File: config.mk
export PLATFORM = sky130hd
export DESIGN_NAME = sha1_entropy_pool_mixer
export DESIGN_NICKNAME = d
export VERILOG_FILES = /design/src/rtl/sepm_pkg.sv /design/src/rtl/sepm_ctrl.sv /design/src/rtl/sepm_datapath.sv /design/src/rtl/sha1_entropy_pool_mixer.sv
export SDC_FILE = /design/constraint.sdc
export NUM_CORES = 2
export LEC_CHECK = 0
export BUFFER_PORTS_ARGS = -buffer_cell sky130_fd_sc_hd__buf_2
export CAP_MARGIN = 25
export CORE_MARGIN = 2
export CORE_UTILIZATION = 45
export CTS_BUF_LIST = sky130_fd_sc_hd__clkbuf_16
export CTS_CLUSTER_DIAMETER = 100
export DETAILED_ROUTE_END_ITERATION = 6
export SLEW_MARGIN = 20
export SYNTH_ARGS = -nofsm -noshare
export SYNTH_HDL_FRONTEND = slang
export SYNTH_HIERARCHICAL = 1
export SYNTH_SLANG_ARGS = --single-unit
File: constraint.sdc
create_clock -name clock -period 17.57 [get_ports clock]
set_clock_uncertainty 0.1 [all_clocks]
set_input_delay 3.514 -clock clock [delete_from_list [all_inputs] [get_ports clock]]
set_output_delay 3.514 -clock clock [all_outputs]
set_load 0.05 [all_outputs]
File: src/rtl/sepm_pkg.sv
// ----------------------------------------------------------------------------
// sepm_pkg
// Shared types and constants for the SHA-1 entropy pool mixer: request and
// response payloads, controller/datapath interface and SHA-1 constants.
// ----------------------------------------------------------------------------
`default_nettype none

package sepm_pkg;

   // Pool geometry
   localparam int POOL_BYTES = 20;
   localparam int POOL_BITS  = POOL_BYTES * 8;
   localparam int POOL_WORDS = POOL_BYTES / 4;

   // Request modes (mode 3 acts as generate)
   localparam logic [1:0] MODE_GENERATE = 2'd0;
   localparam logic [1:0] MODE_SEED     = 2'd1;
   localparam logic [1:0] MODE_MIX      = 2'd2;

   // Round sequencing: four phases of twenty rounds
   localparam logic [1:0] PHASE_LAST = 2'd3;
   localparam logic [4:0] STEP_LAST  = 5'd19;

   // Message schedule window
   localparam int SCHED_WORDS = 16;

   // SHA-1 constants
   localparam logic [31:0] ROUND_K [4] = '{
      32'h5A827999, 32'h6ED9EBA1, 32'h8F1BBCDC, 32'hCA62C1D6
   };
   localparam logic [31:0] INIT_H [5] = '{
      32'h67452301, 32'hEFCDAB89, 32'h98BADCFE, 32'h10325476, 32'hC3D2E1F0
   };
   // Padding words of a single 160-bit message
   localparam logic [31:0] PAD_WORD = 32'h80000000;
   localparam logic [31:0] LEN_WORD = 32'd160;

   typedef struct packed {
      logic [1:0] mode;
      logic [7:0] entropy_first;
      logic [7:0] entropy_second;
      logic [4:0] seed_index;
      logic       request_end;
   } sepm_req_type;

   typedef struct packed {
      logic [7:0] random_byte;
      logic       request_end_out;
   } sepm_rsp_type;

   typedef enum logic [1:0] {
      ST_IDLE,
      ST_ROUND,
      ST_FINISH,
      ST_DELIVER
   } sepm_state_type;

   // Controller to datapath
   typedef struct packed {
      logic       load;
      logic       round;
      logic [1:0] phase;
      logic       finish;
      logic       deliver;
   } sepm_cmd_type;

   // Datapath to controller
   typedef struct packed {
      logic rsp_busy;
   } sepm_status_type;

   // Round function selected by phase
   function automatic logic [31:0] round_f(input logic [1:0] phase,
                                           input logic [31:0] b,
                                           input logic [31:0] c,
                                           input logic [31:0] d);
      logic [31:0] f;
      case (phase)
         2'd0: begin
            f = (b & c) | (~b & d);
         end
         2'd2: begin
            f = (b & c) | (b & d) | (c & d);
         end
         default: begin
            f = b ^ c ^ d;
         end
      endcase
      return f;
   endfunction

endpackage

`default_nettype wire

File: src/rtl/sepm_ctrl.sv
// ----------------------------------------------------------------------------
// sepm_ctrl
// Sequencer for the mixer: takes a request, steps the 80 SHA-1 rounds and
// hands the finished byte to the response register.
// ----------------------------------------------------------------------------
`default_nettype none

module sepm_ctrl (
   input  wire logic                      clock,
   input  wire logic                      reset,
   input  wire logic                      req_valid,
   output logic                           req_stall,
   input  wire sepm_pkg::sepm_status_type status,
   output sepm_pkg::sepm_cmd_type         cmd
);

   sepm_pkg::sepm_state_type state_ff, state_in;
   logic [1:0]               phase_ff, phase_in;
   logic [4:0]               step_ff, step_in;

   // State and round counters
   always_ff @(posedge clock) begin
      if (reset) begin
         state_ff <= sepm_pkg::ST_IDLE;
         phase_ff <= '0;
         step_ff  <= '0;
      end else begin
         state_ff <= state_in;
         phase_ff <= phase_in;
         step_ff  <= step_in;
      end
   end

   // Next state and commands
   always_comb begin
      state_in    = state_ff;
      phase_in    = phase_ff;
      step_in     = step_ff;
      cmd         = '0;
      cmd.phase   = phase_ff;
      req_stall   = 1'b1;
      case (state_ff)
         sepm_pkg::ST_IDLE: begin
            req_stall = 1'b0;
            if (req_valid) begin
               cmd.load = 1'b1;
               phase_in = '0;
               step_in  = '0;
               state_in = sepm_pkg::ST_ROUND;
            end
         end
         sepm_pkg::ST_ROUND: begin
            cmd.round = 1'b1;
            if (step_ff == sepm_pkg::STEP_LAST) begin
               step_in = '0;
               if (phase_ff == sepm_pkg::PHASE_LAST) begin
                  state_in = sepm_pkg::ST_FINISH;
               end else begin
                  phase_in = phase_ff + 2'd1;
               end
            end else begin
               step_in = step_ff + 5'd1;
            end
         end
         sepm_pkg::ST_FINISH: begin
            cmd.finish = 1'b1;
            if (!status.rsp_busy) begin
               cmd.deliver = 1'b1;
               state_in    = sepm_pkg::ST_IDLE;
            end else begin
               state_in = sepm_pkg::ST_DELIVER;
            end
         end
         sepm_pkg::ST_DELIVER: begin
            if (!status.rsp_busy) begin
               cmd.deliver = 1'b1;
               state_in    = sepm_pkg::ST_IDLE;
            end
         end
         default: begin
            state_in = sepm_pkg::ST_IDLE;
         end
      endcase
   end

endmodule

`default_nettype wire

File: src/rtl/sepm_datapath.sv
// ----------------------------------------------------------------------------
// sepm_datapath
// Pool register, SHA-1 round unit with rolling message schedule, digest
// write-back and the response register.
// ----------------------------------------------------------------------------
`default_nettype none

module sepm_datapath (
   input  wire logic                   clock,
   input  wire logic                   reset,
   input  wire sepm_pkg::sepm_cmd_type cmd,
   output sepm_pkg::sepm_status_type   status,
   input  wire sepm_pkg::sepm_req_type req_data,
   output logic                        rsp_valid,
   input  wire logic                   rsp_stall,
   output sepm_pkg::sepm_rsp_type      rsp_data
);

   localparam int PB = sepm_pkg::POOL_BITS;

   // Pool and per-request context
   logic [PB-1:0] pool_ff;
   logic [1:0]    mode_ff;
   logic [4:0]    index_ff;
   logic          end_ff;
   logic [7:0]    byte_hold_ff;

   // Working variables and schedule window
   logic [31:0] a_ff, b_ff, c_ff, d_ff, e_ff;
   logic [31:0] w_ff [sepm_pkg::SCHED_WORDS];

   // Response register
   logic                   rsp_valid_ff;
   sepm_pkg::sepm_rsp_type rsp_data_ff;

   logic [PB-1:0] pool_ins;
   logic [PB-1:0] pool_new;
   logic [31:0]   temp;
   logic [31:0]   w_next;
   logic [31:0]   h0;
   logic [7:0]    byte_new;

   // Entropy insertion (not in mix mode): second byte to the front, first byte to the back
   always_comb begin
      pool_ins = pool_ff;
      if (req_data.mode != sepm_pkg::MODE_MIX) begin
         pool_ins[PB-1 -: 8] = req_data.entropy_second;
         pool_ins[7:0]       = req_data.entropy_first;
      end
   end

   // One SHA-1 round and the next schedule word
   always_comb begin
      temp = {a_ff[26:0], a_ff[31:27]}
           + sepm_pkg::round_f(cmd.phase, b_ff, c_ff, d_ff)
           + e_ff + sepm_pkg::ROUND_K[cmd.phase] + w_ff[0];
      w_next = w_ff[13] ^ w_ff[8] ^ w_ff[2] ^ w_ff[0];
      w_next = {w_next[30:0], w_next[31]};
   end

   // Digest and seeding write-back
   always_comb begin
      h0       = sepm_pkg::INIT_H[0] + a_ff;
      byte_new = h0[31:24];
      pool_new = {h0,
                  sepm_pkg::INIT_H[1] + b_ff,
                  sepm_pkg::INIT_H[2] + c_ff,
                  sepm_pkg::INIT_H[3] + d_ff,
                  sepm_pkg::INIT_H[4] + e_ff};
      if (mode_ff == sepm_pkg::MODE_SEED) begin
         for (int k = 0; k < sepm_pkg::POOL_BYTES; k++) begin
            if (index_ff == 5'(k)) begin
               pool_new[PB-1-8*k -: 8] = byte_new;
            end
         end
      end
   end

   // Pool holds architectural state and clears on reset
   always_ff @(posedge clock) begin
      if (reset) begin
         pool_ff <= '0;
      end else if (cmd.load) begin
         pool_ff <= pool_ins;
      end else if (cmd.finish) begin
         pool_ff <= pool_new;
      end
   end

   // Round engine
   always_ff @(posedge clock) begin
      if (cmd.load) begin
         mode_ff  <= req_data.mode;
         index_ff <= req_data.seed_index;
         end_ff   <= req_data.request_end;
         a_ff     <= sepm_pkg::INIT_H[0];
         b_ff     <= sepm_pkg::INIT_H[1];
         c_ff     <= sepm_pkg::INIT_H[2];
         d_ff     <= sepm_pkg::INIT_H[3];
         e_ff     <= sepm_pkg::INIT_H[4];
         for (int k = 0; k < sepm_pkg::SCHED_WORDS; k++) begin
            if (k < sepm_pkg::POOL_WORDS) begin
               w_ff[k] <= pool_ins[PB-1-32*k -: 32];
            end else if (k == sepm_pkg::POOL_WORDS) begin
               w_ff[k] <= sepm_pkg::PAD_WORD;
            end else if (k == sepm_pkg::SCHED_WORDS - 1) begin
               w_ff[k] <= sepm_pkg::LEN_WORD;
            end else begin
               w_ff[k] <= '0;
            end
         end
      end else if (cmd.round) begin
         a_ff <= temp;
         b_ff <= a_ff;
         c_ff <= {b_ff[1:0], b_ff[31:2]};
         d_ff <= c_ff;
         e_ff <= d_ff;
         for (int k = 0; k < sepm_pkg::SCHED_WORDS - 1; k++) begin
            w_ff[k] <= w_ff[k+1];
         end
         w_ff[sepm_pkg::SCHED_WORDS-1] <= w_next;
      end
      if (cmd.finish) begin
         byte_hold_ff <= byte_new;
      end
   end

   // Response register; a held response blocks delivery
   always_ff @(posedge clock) begin
      if (reset) begin
         rsp_valid_ff <= 1'b0;
      end else if (cmd.deliver) begin
         rsp_valid_ff <= 1'b1;
      end else if (!rsp_stall) begin
         rsp_valid_ff <= 1'b0;
      end
   end

   always_ff @(posedge clock) begin
      if (cmd.deliver) begin
         rsp_data_ff.random_byte     <= cmd.finish ? byte_new : byte_hold_ff;
         rsp_data_ff.request_end_out <= end_ff;
      end
   end

   assign status.rsp_busy = rsp_valid_ff & rsp_stall;
   assign rsp_valid       = rsp_valid_ff;
   assign rsp_data        = rsp_data_ff;

endmodule

`default_nettype wire

File: src/rtl/sha1_entropy_pool_mixer.sv
// Flow: an accepted request runs the 80 SHA-1 rounds on a single round unit,
//   then the digest is written back and, if the response register is free,
//   loaded into it in the same cycle. No new request is taken until the result is in the response register.
// A stalled response holds the next result back until it is taken.
// Reset (synchronous, active high) clears the 20-byte pool to zero and
//   empties the response register.
// ----------------------------------------------------------------------------
// sha1_entropy_pool_mixer
// Entropy pool mixer: inserts two entropy bytes per request (not in mix mode),
// rehashes the pool with SHA-1 and returns the first digest byte.
// ----------------------------------------------------------------------------
`default_nettype none

module sha1_entropy_pool_mixer (
   input  wire logic                   clock,
   input  wire logic                   reset,
   input  wire logic                   req_valid,
   output logic                        req_stall,
   input  wire sepm_pkg::sepm_req_type req_data,
   output logic                        rsp_valid,
   input  wire logic                   rsp_stall,
   output sepm_pkg::sepm_rsp_type      rsp_data
);

   sepm_pkg::sepm_cmd_type    cmd;
   sepm_pkg::sepm_status_type status;

   // Sequencer
   sepm_ctrl u_ctrl (
      .clock     (clock),
      .reset     (reset),
      .req_valid (req_valid),
      .req_stall (req_stall),
      .status    (status),
      .cmd       (cmd)
   );

   // Pool, round unit and response register
   sepm_datapath u_datapath (
      .clock     (clock),
      .reset     (reset),
      .cmd       (cmd),
      .status    (status),
      .req_data  (req_data),
      .rsp_valid (rsp_valid),
      .rsp_stall (rsp_stall),
      .rsp_data  (rsp_data)
   );

`ifndef SYNTHESIS
   // A request is loaded only on an accepting edge
   assert property (@(posedge clock) disable iff (reset)
      cmd.load |-> (req_valid && !req_stall))
      else $error("load without accepted request");

   // Delivery never overwrites a stalled response
   assert property (@(posedge clock) disable iff (reset)
      cmd.deliver |-> !(rsp_valid && rsp_stall))
      else $error("response overwritten while stalled");

   // The block is busy once a request is taken
   assert property (@(posedge clock) disable iff (reset)
      (req_valid && !req_stall) |=> req_stall)
      else $error("accepted a request while working");

   // Rounds and finish never coincide with a load
   assert property (@(posedge clock) disable iff (reset)
      cmd.load |-> !(cmd.round || cmd.finish))
      else $error("conflicting datapath commands");
`endif

endmodule

`default_nettype wire

After elaboration in Yosys (flattened, before gate mapping)
Memory sizes are Yosys's and may differ from the RTL's.
Cells that the tools add are included.

operators by class
  add/subtract/negate cells = 11
  $lt $le $gt $ge = 1
  equality and inequality tests = 33
  mux-type cells = 72
  bitwise logic cells = 32
  reduce and logical (&&, ||, !) cells = 9

operator list
  cell                      number
  $mux W32                  18
  $mux W160                 2
  $mux W8                   22
  $xor A32 B32 Y32          5
  $mux W152                 1
  $add A32 B32 Y32          4
  $and A32 B32 Y32          4
  $add A32 B32 Y32 const A  3
  $or A32 B32 Y32           3
  $bmux W32 S2              1
  $pmux W32 S2              1
  $eq A5 B4 Y1 const B      8
  $add A29 B32 Y32 const A  1
  $add A31 B32 Y32 const A  1
  $not A32 Y32              1
  $eq A5 B5 Y1 const B      5
  $eq A5 B3 Y1 const B      4
  $mux W2                   8
  $or A1 B1 Y1              16
  $mux W1                   14
  $eq A5 B2 Y1 const B      2
  $mux W5                   2
  $pmux W5 S2               1
  $eq A2 B2 Y1 const B      4
  other kinds (17)          27

storage, ports and cells
  register bits = 355
  bits in writable memories = 512
  bits of input ports = 28
  output and inout bits = 11
  memories kept = 1

memory list
  name             depth  width  read ports  clocked after memory_dff  write ports  RTL line             source
  u_datapath.w_ff  16     32     16          0                         16           sepm_datapath.sv:30  logic [31:0] w_ff [sepm_pkg::SCHED_WORDS];

Logic depth before layout (Yosys ltp)
  depth after elaboration = 8
  gate-level depth with buffers = 24
  mapped depth without buffers = 22

Cells and area by module
Netlist, hierarchy kept.

modules (own cells, without submodules)
  module         times used  cells each  area an instance (µm²)
  sepm_datapath  1           4,181       42,294.3
  sepm_ctrl      1           61          558.0

Worst setup path before layout
No wires, ideal clock.

  path kind = input-to-reg
  from = input port req_valid
  to = memory u_datapath.w_ff[0][0] (enable)
  setup time = 4,082 ps
  arrival time = 13,856 ps
  slack = -468 ps
  stages on the path = 6
  buffers on the path = 2
  cell sequence = inv_1 > nor2_1 > clkbuf_1 > clkbuf_1 > nor2_1 > clkinv_1

RTL lines
  element             RTL line                       source
  start: declaration  sha1_entropy_pool_mixer.sv:17  input wire logic req_valid,
  end: declaration    sepm_datapath.sv:30

==> results.toml <==
[timing]
fin_crit_sh_pct = 40.01
finalSetupViolations = 0
slew_viol_final = 0
worst_slew_pin_slew_ps = 1137
relSlewSlack_pct = 23.66
hold_viol_final = 0
fmax_ghz = 0.1423
grt_setup_unrepaired = "no"
fin_setup_tns_ps = 0
fin_crit_ps = 7029

[floorplan]
initial_core_util_pct = 45.24
fp.coreArea_sq_um = 94730
ios = 39
die_h_um = 312.6
fp-row-count = 113
die_x_um = 312.6
die_area_sq_um = 97710

[critical_path]
worstSetupStartpointType = "input pin"
critPathMaxFanout = 216
crit_type = "input pin to register"
crit_end = "u_datapath/w_ff[1][250]"
required_ps = 17760
worst-path-stages = 8
worst_path_dominant_cell_family = "buffers and inverters"
end_kind = "register"
r2r_cells = 23
reg2reg_to = "u_datapath/a_ff[19]"
slowest_delay_ps = 860
setup.worst_path.start = "req_valid"
path_cells = "buf_2 -> inv_1 -> nor2_4 -> buf_4 -> nor2_1 -> buf_4 -> inv_16 -> buf_4"
rrSetupSlack_ps = 10740
crit_slowest_cell = "buf_4"
arrival_ps = 7210
cp_common_cell = "buf_4"
worst-path-buf-inv = 6
rr_startpoint = "u_ctrl/phase_ff[1]"

[cts]
cts-resized-gates = 0
htreeDepth = 3
cts_setup_buffers = 0
clock-sinks = 867
clockBufferDepth = 3
cts_root_buf = "clkbuf_16"
clk_transition_reported_paths_ps = 60
ctsHoldBuffers = 0
cts_tree = "yes"
clk_latency_ps = 690
cts_buffers = 94

[synth]
synth_area_sq_um = 42850
synth_top_area_share_pct = 37.07
synth_cell_types = 89
synth-main-ff-cell = "edfxtp_1"
synth_area_leaders = "edfxtp_1, dfxtp_1, nand2_1"
synth_edf_count = 529
synth_top_area_cell = "edfxtp_1"
syn_nets = 4437
synth.avg_cell_area_sq_um = 10.10
async_flop_share_pct = 0
synth_seq_cells = 867
ys_seq_area_share_pct = 52.86
yosys_warnings = 6
postSynthCellCount = 4242

[run]
drv_cap = 0

[run_status]
status = "finished clean"

[placement]
place_hpwl_um = 79650
io_buffers = 38
place_congestion = 0.9594
dp_cells = 5347

[drt]
drt_iter0_markers = 2998
drc = 0
vias = 30152
firstDrtPassIters = 5
wire_per_inst_um = 21.38
antenna_left = 0
avgViaCountPerCell = 5.451
drt_wl_total_um = 118200

[final_layout]
synthToLayoutAreaGrowth_pct = 10.08
n_fill_cell = 8786
final_nets = 4378
drive_gt1_share_pct = 6.427
ff_latch_area_sq_um = 22650
multi_input_area_sq_um = 18280
fin_cells = 5531

[grt]
grtUsageTotal_pct = 23.93
antenna_found_initial = 10
grt_max_degree = 217
first_global_vias = 28433
grt_overflow_total = 0
grt_pass1_wl_um = 179400

[power_and_ir_drop]
ir_worst_vdd_mv = 0.1170
cellLeakagePower_nw = 18.54
powerDensity_nw_per_um2 = 153.9

[worst_hold_path]
hp-class = "register to register"
## layout by cell type (no fill, tap or decap), types with 120 or more instances in the layout
master and instances:
nor2_1 252, and2_1 169, edfxtp_1 529, o211ai_1 122
xnor2_1 215, fa_1 120, inv_1 320, nand2_1 763
dfxtp_1 338, o21ai_0 198, nor2b_1 167, a21oi_1 230
## worst min path at each step
stage | cells past startpoint | slack [ps] | startpoint | endpoint
after CTS | 0 | 330 | u_datapath/end_ff | u_datapath/rsp_data[0]
final | 0 | 330 | u_datapath/end_ff | u_datapath/rsp_data[0]
after floorplan | 0 | 300 | u_datapath/end_ff | u_datapath/rsp_data[0]
after detailed placement | 0 | 310 | u_datapath/end_ff | u_datapath/rsp_data[0]
after global placement | 0 | 300 | u_datapath/end_ff | u_datapath/rsp_data[0]
after global routing | 0 | 330 | u_datapath/end_ff | u_datapath/rsp_data[0]
## per-stage QoR
step                      util [%]  hold slack (ps)  area, sq um  power (W)  setup slack [ps]
after global routing         49.80            334.2        47170   0.007674             10240
after floorplan                  -            300.3        42850   0.004604              6271
after detailed placement     46.68            312.7        44220   0.005381              9814
after CTS                    49.70            331.6        47080   0.007270             10520
final                        49.80            326.7        47170   0.007261             10540
after global placement       46.66            304.0        44200   0.005375              9838
## kinds of logic after synthesis
kind of cell	count (synthesis)	synth area share, %
AOI/OAI and AO/OA	782	11.45
adders and majority gates	167	6.978
DFF	867	52.86
and+or+nand+nor	1536	16.44
muxes	104	2.444
buffers and inverters	542	4.794
xor gates and xnor gates	244	5.040
## flip-flops by register name, indices dropped and copies added, names as in the netlist
name / flops
u_datapath/b_ff: 32
u_datapath/d_ff: 32
u_datapath/c_ff: 32
u_datapath/rsp_valid: 1
u_datapath/mode_ff: 2
u_datapath/pool_ff: 160
u_datapath/byte_hold_ff: 8
u_ctrl/step_ff: 5
u_datapath/rsp_data: 9
u_datapath/a_ff: 32
u_datapath/e_ff: 32
u_datapath/index_ff: 5
u_datapath/w_ff: 512
u_ctrl/phase_ff: 2
u_datapath/end_ff: 1
u_ctrl/state_ff: 2
## worst reg2reg max path, cell delays in order (launching register included)
cell,delay [ps]
dfxtp_1,770
ha_1,300
inv_1,40
buf_4,280
nand2_1,110
buf_4,440
o22ai_1,130
a21oi_1,220
fa_1,470
fa_1,480
fa_1,490
inv_1,40
ha_1,180
inv_1,80
fa_1,220
nor2b_1,70
o31a_1,290
o41a_1,470
a221oi_1,500
o21bai_1,120
a21oi_1,310
o221ai_1,230
xnor2_1,220
o22ai_1,110
## Yosys cell counts (6+ instances only)
library cell,n
a2111oi_0,6
a211oi_1,18
a21o_1,12
a21oi_1,230
a22oi_1,12
a31o_2,10
a31oi_1,19
and2_1,169
and3_1,8
buf_1,20
buf_2,12
clkbuf_1,210
dfxtp_1,338
edfxtp_1,529
fa_1,120
ha_1,47
inv_1,297
mux2i_1,99
nand2_1,765
nand2b_1,17
nand3_1,46
nand4_1,11
nor2_1,254
nor2b_1,169
nor3_1,44
nor3b_1,6
nor4_1,9
o211ai_1,122
o21a_1,14
o21ai_0,198
o21ai_1,9
o21bai_1,6
o221ai_1,8
o22ai_1,44
o31ai_1,13
or3_1,11
xnor2_1,222
xor2_1,19
## area by class of cell
class                      instances  area share [%]
antenna                            3         0.01591
clock buffer                      95           5.040
clock inverter                    81           1.037
inverter                         298           2.406
multi-input combinational       2833           38.75
sequential                       867           48.02
tap                             1265           3.355
timing repair buffer              89           1.374
## where the power goes
group | switching, W | internal [W]
clock network | 0.000839 | 0.00103
registers | 0.000180 | 0.00240
logic | 0.00172 | 0.00109
total | 0.00274 | 0.00452
## routing by layer
metal | share of wire [%] | wire length [um] | vias up | track usage, %
met5 | 0.052 | 62 | - | 0
li1 | - | - | 14288 | -
met2 | 43 | 51360 | 955 | 35.59
met1 | 47 | 55160 | 14702 | 35.88
met4 | 2.8 | 3353 | 10 | 7.090
met3 | 7.0 | 8304 | 197 | 3.875
(Power assumes the default switching activity.)
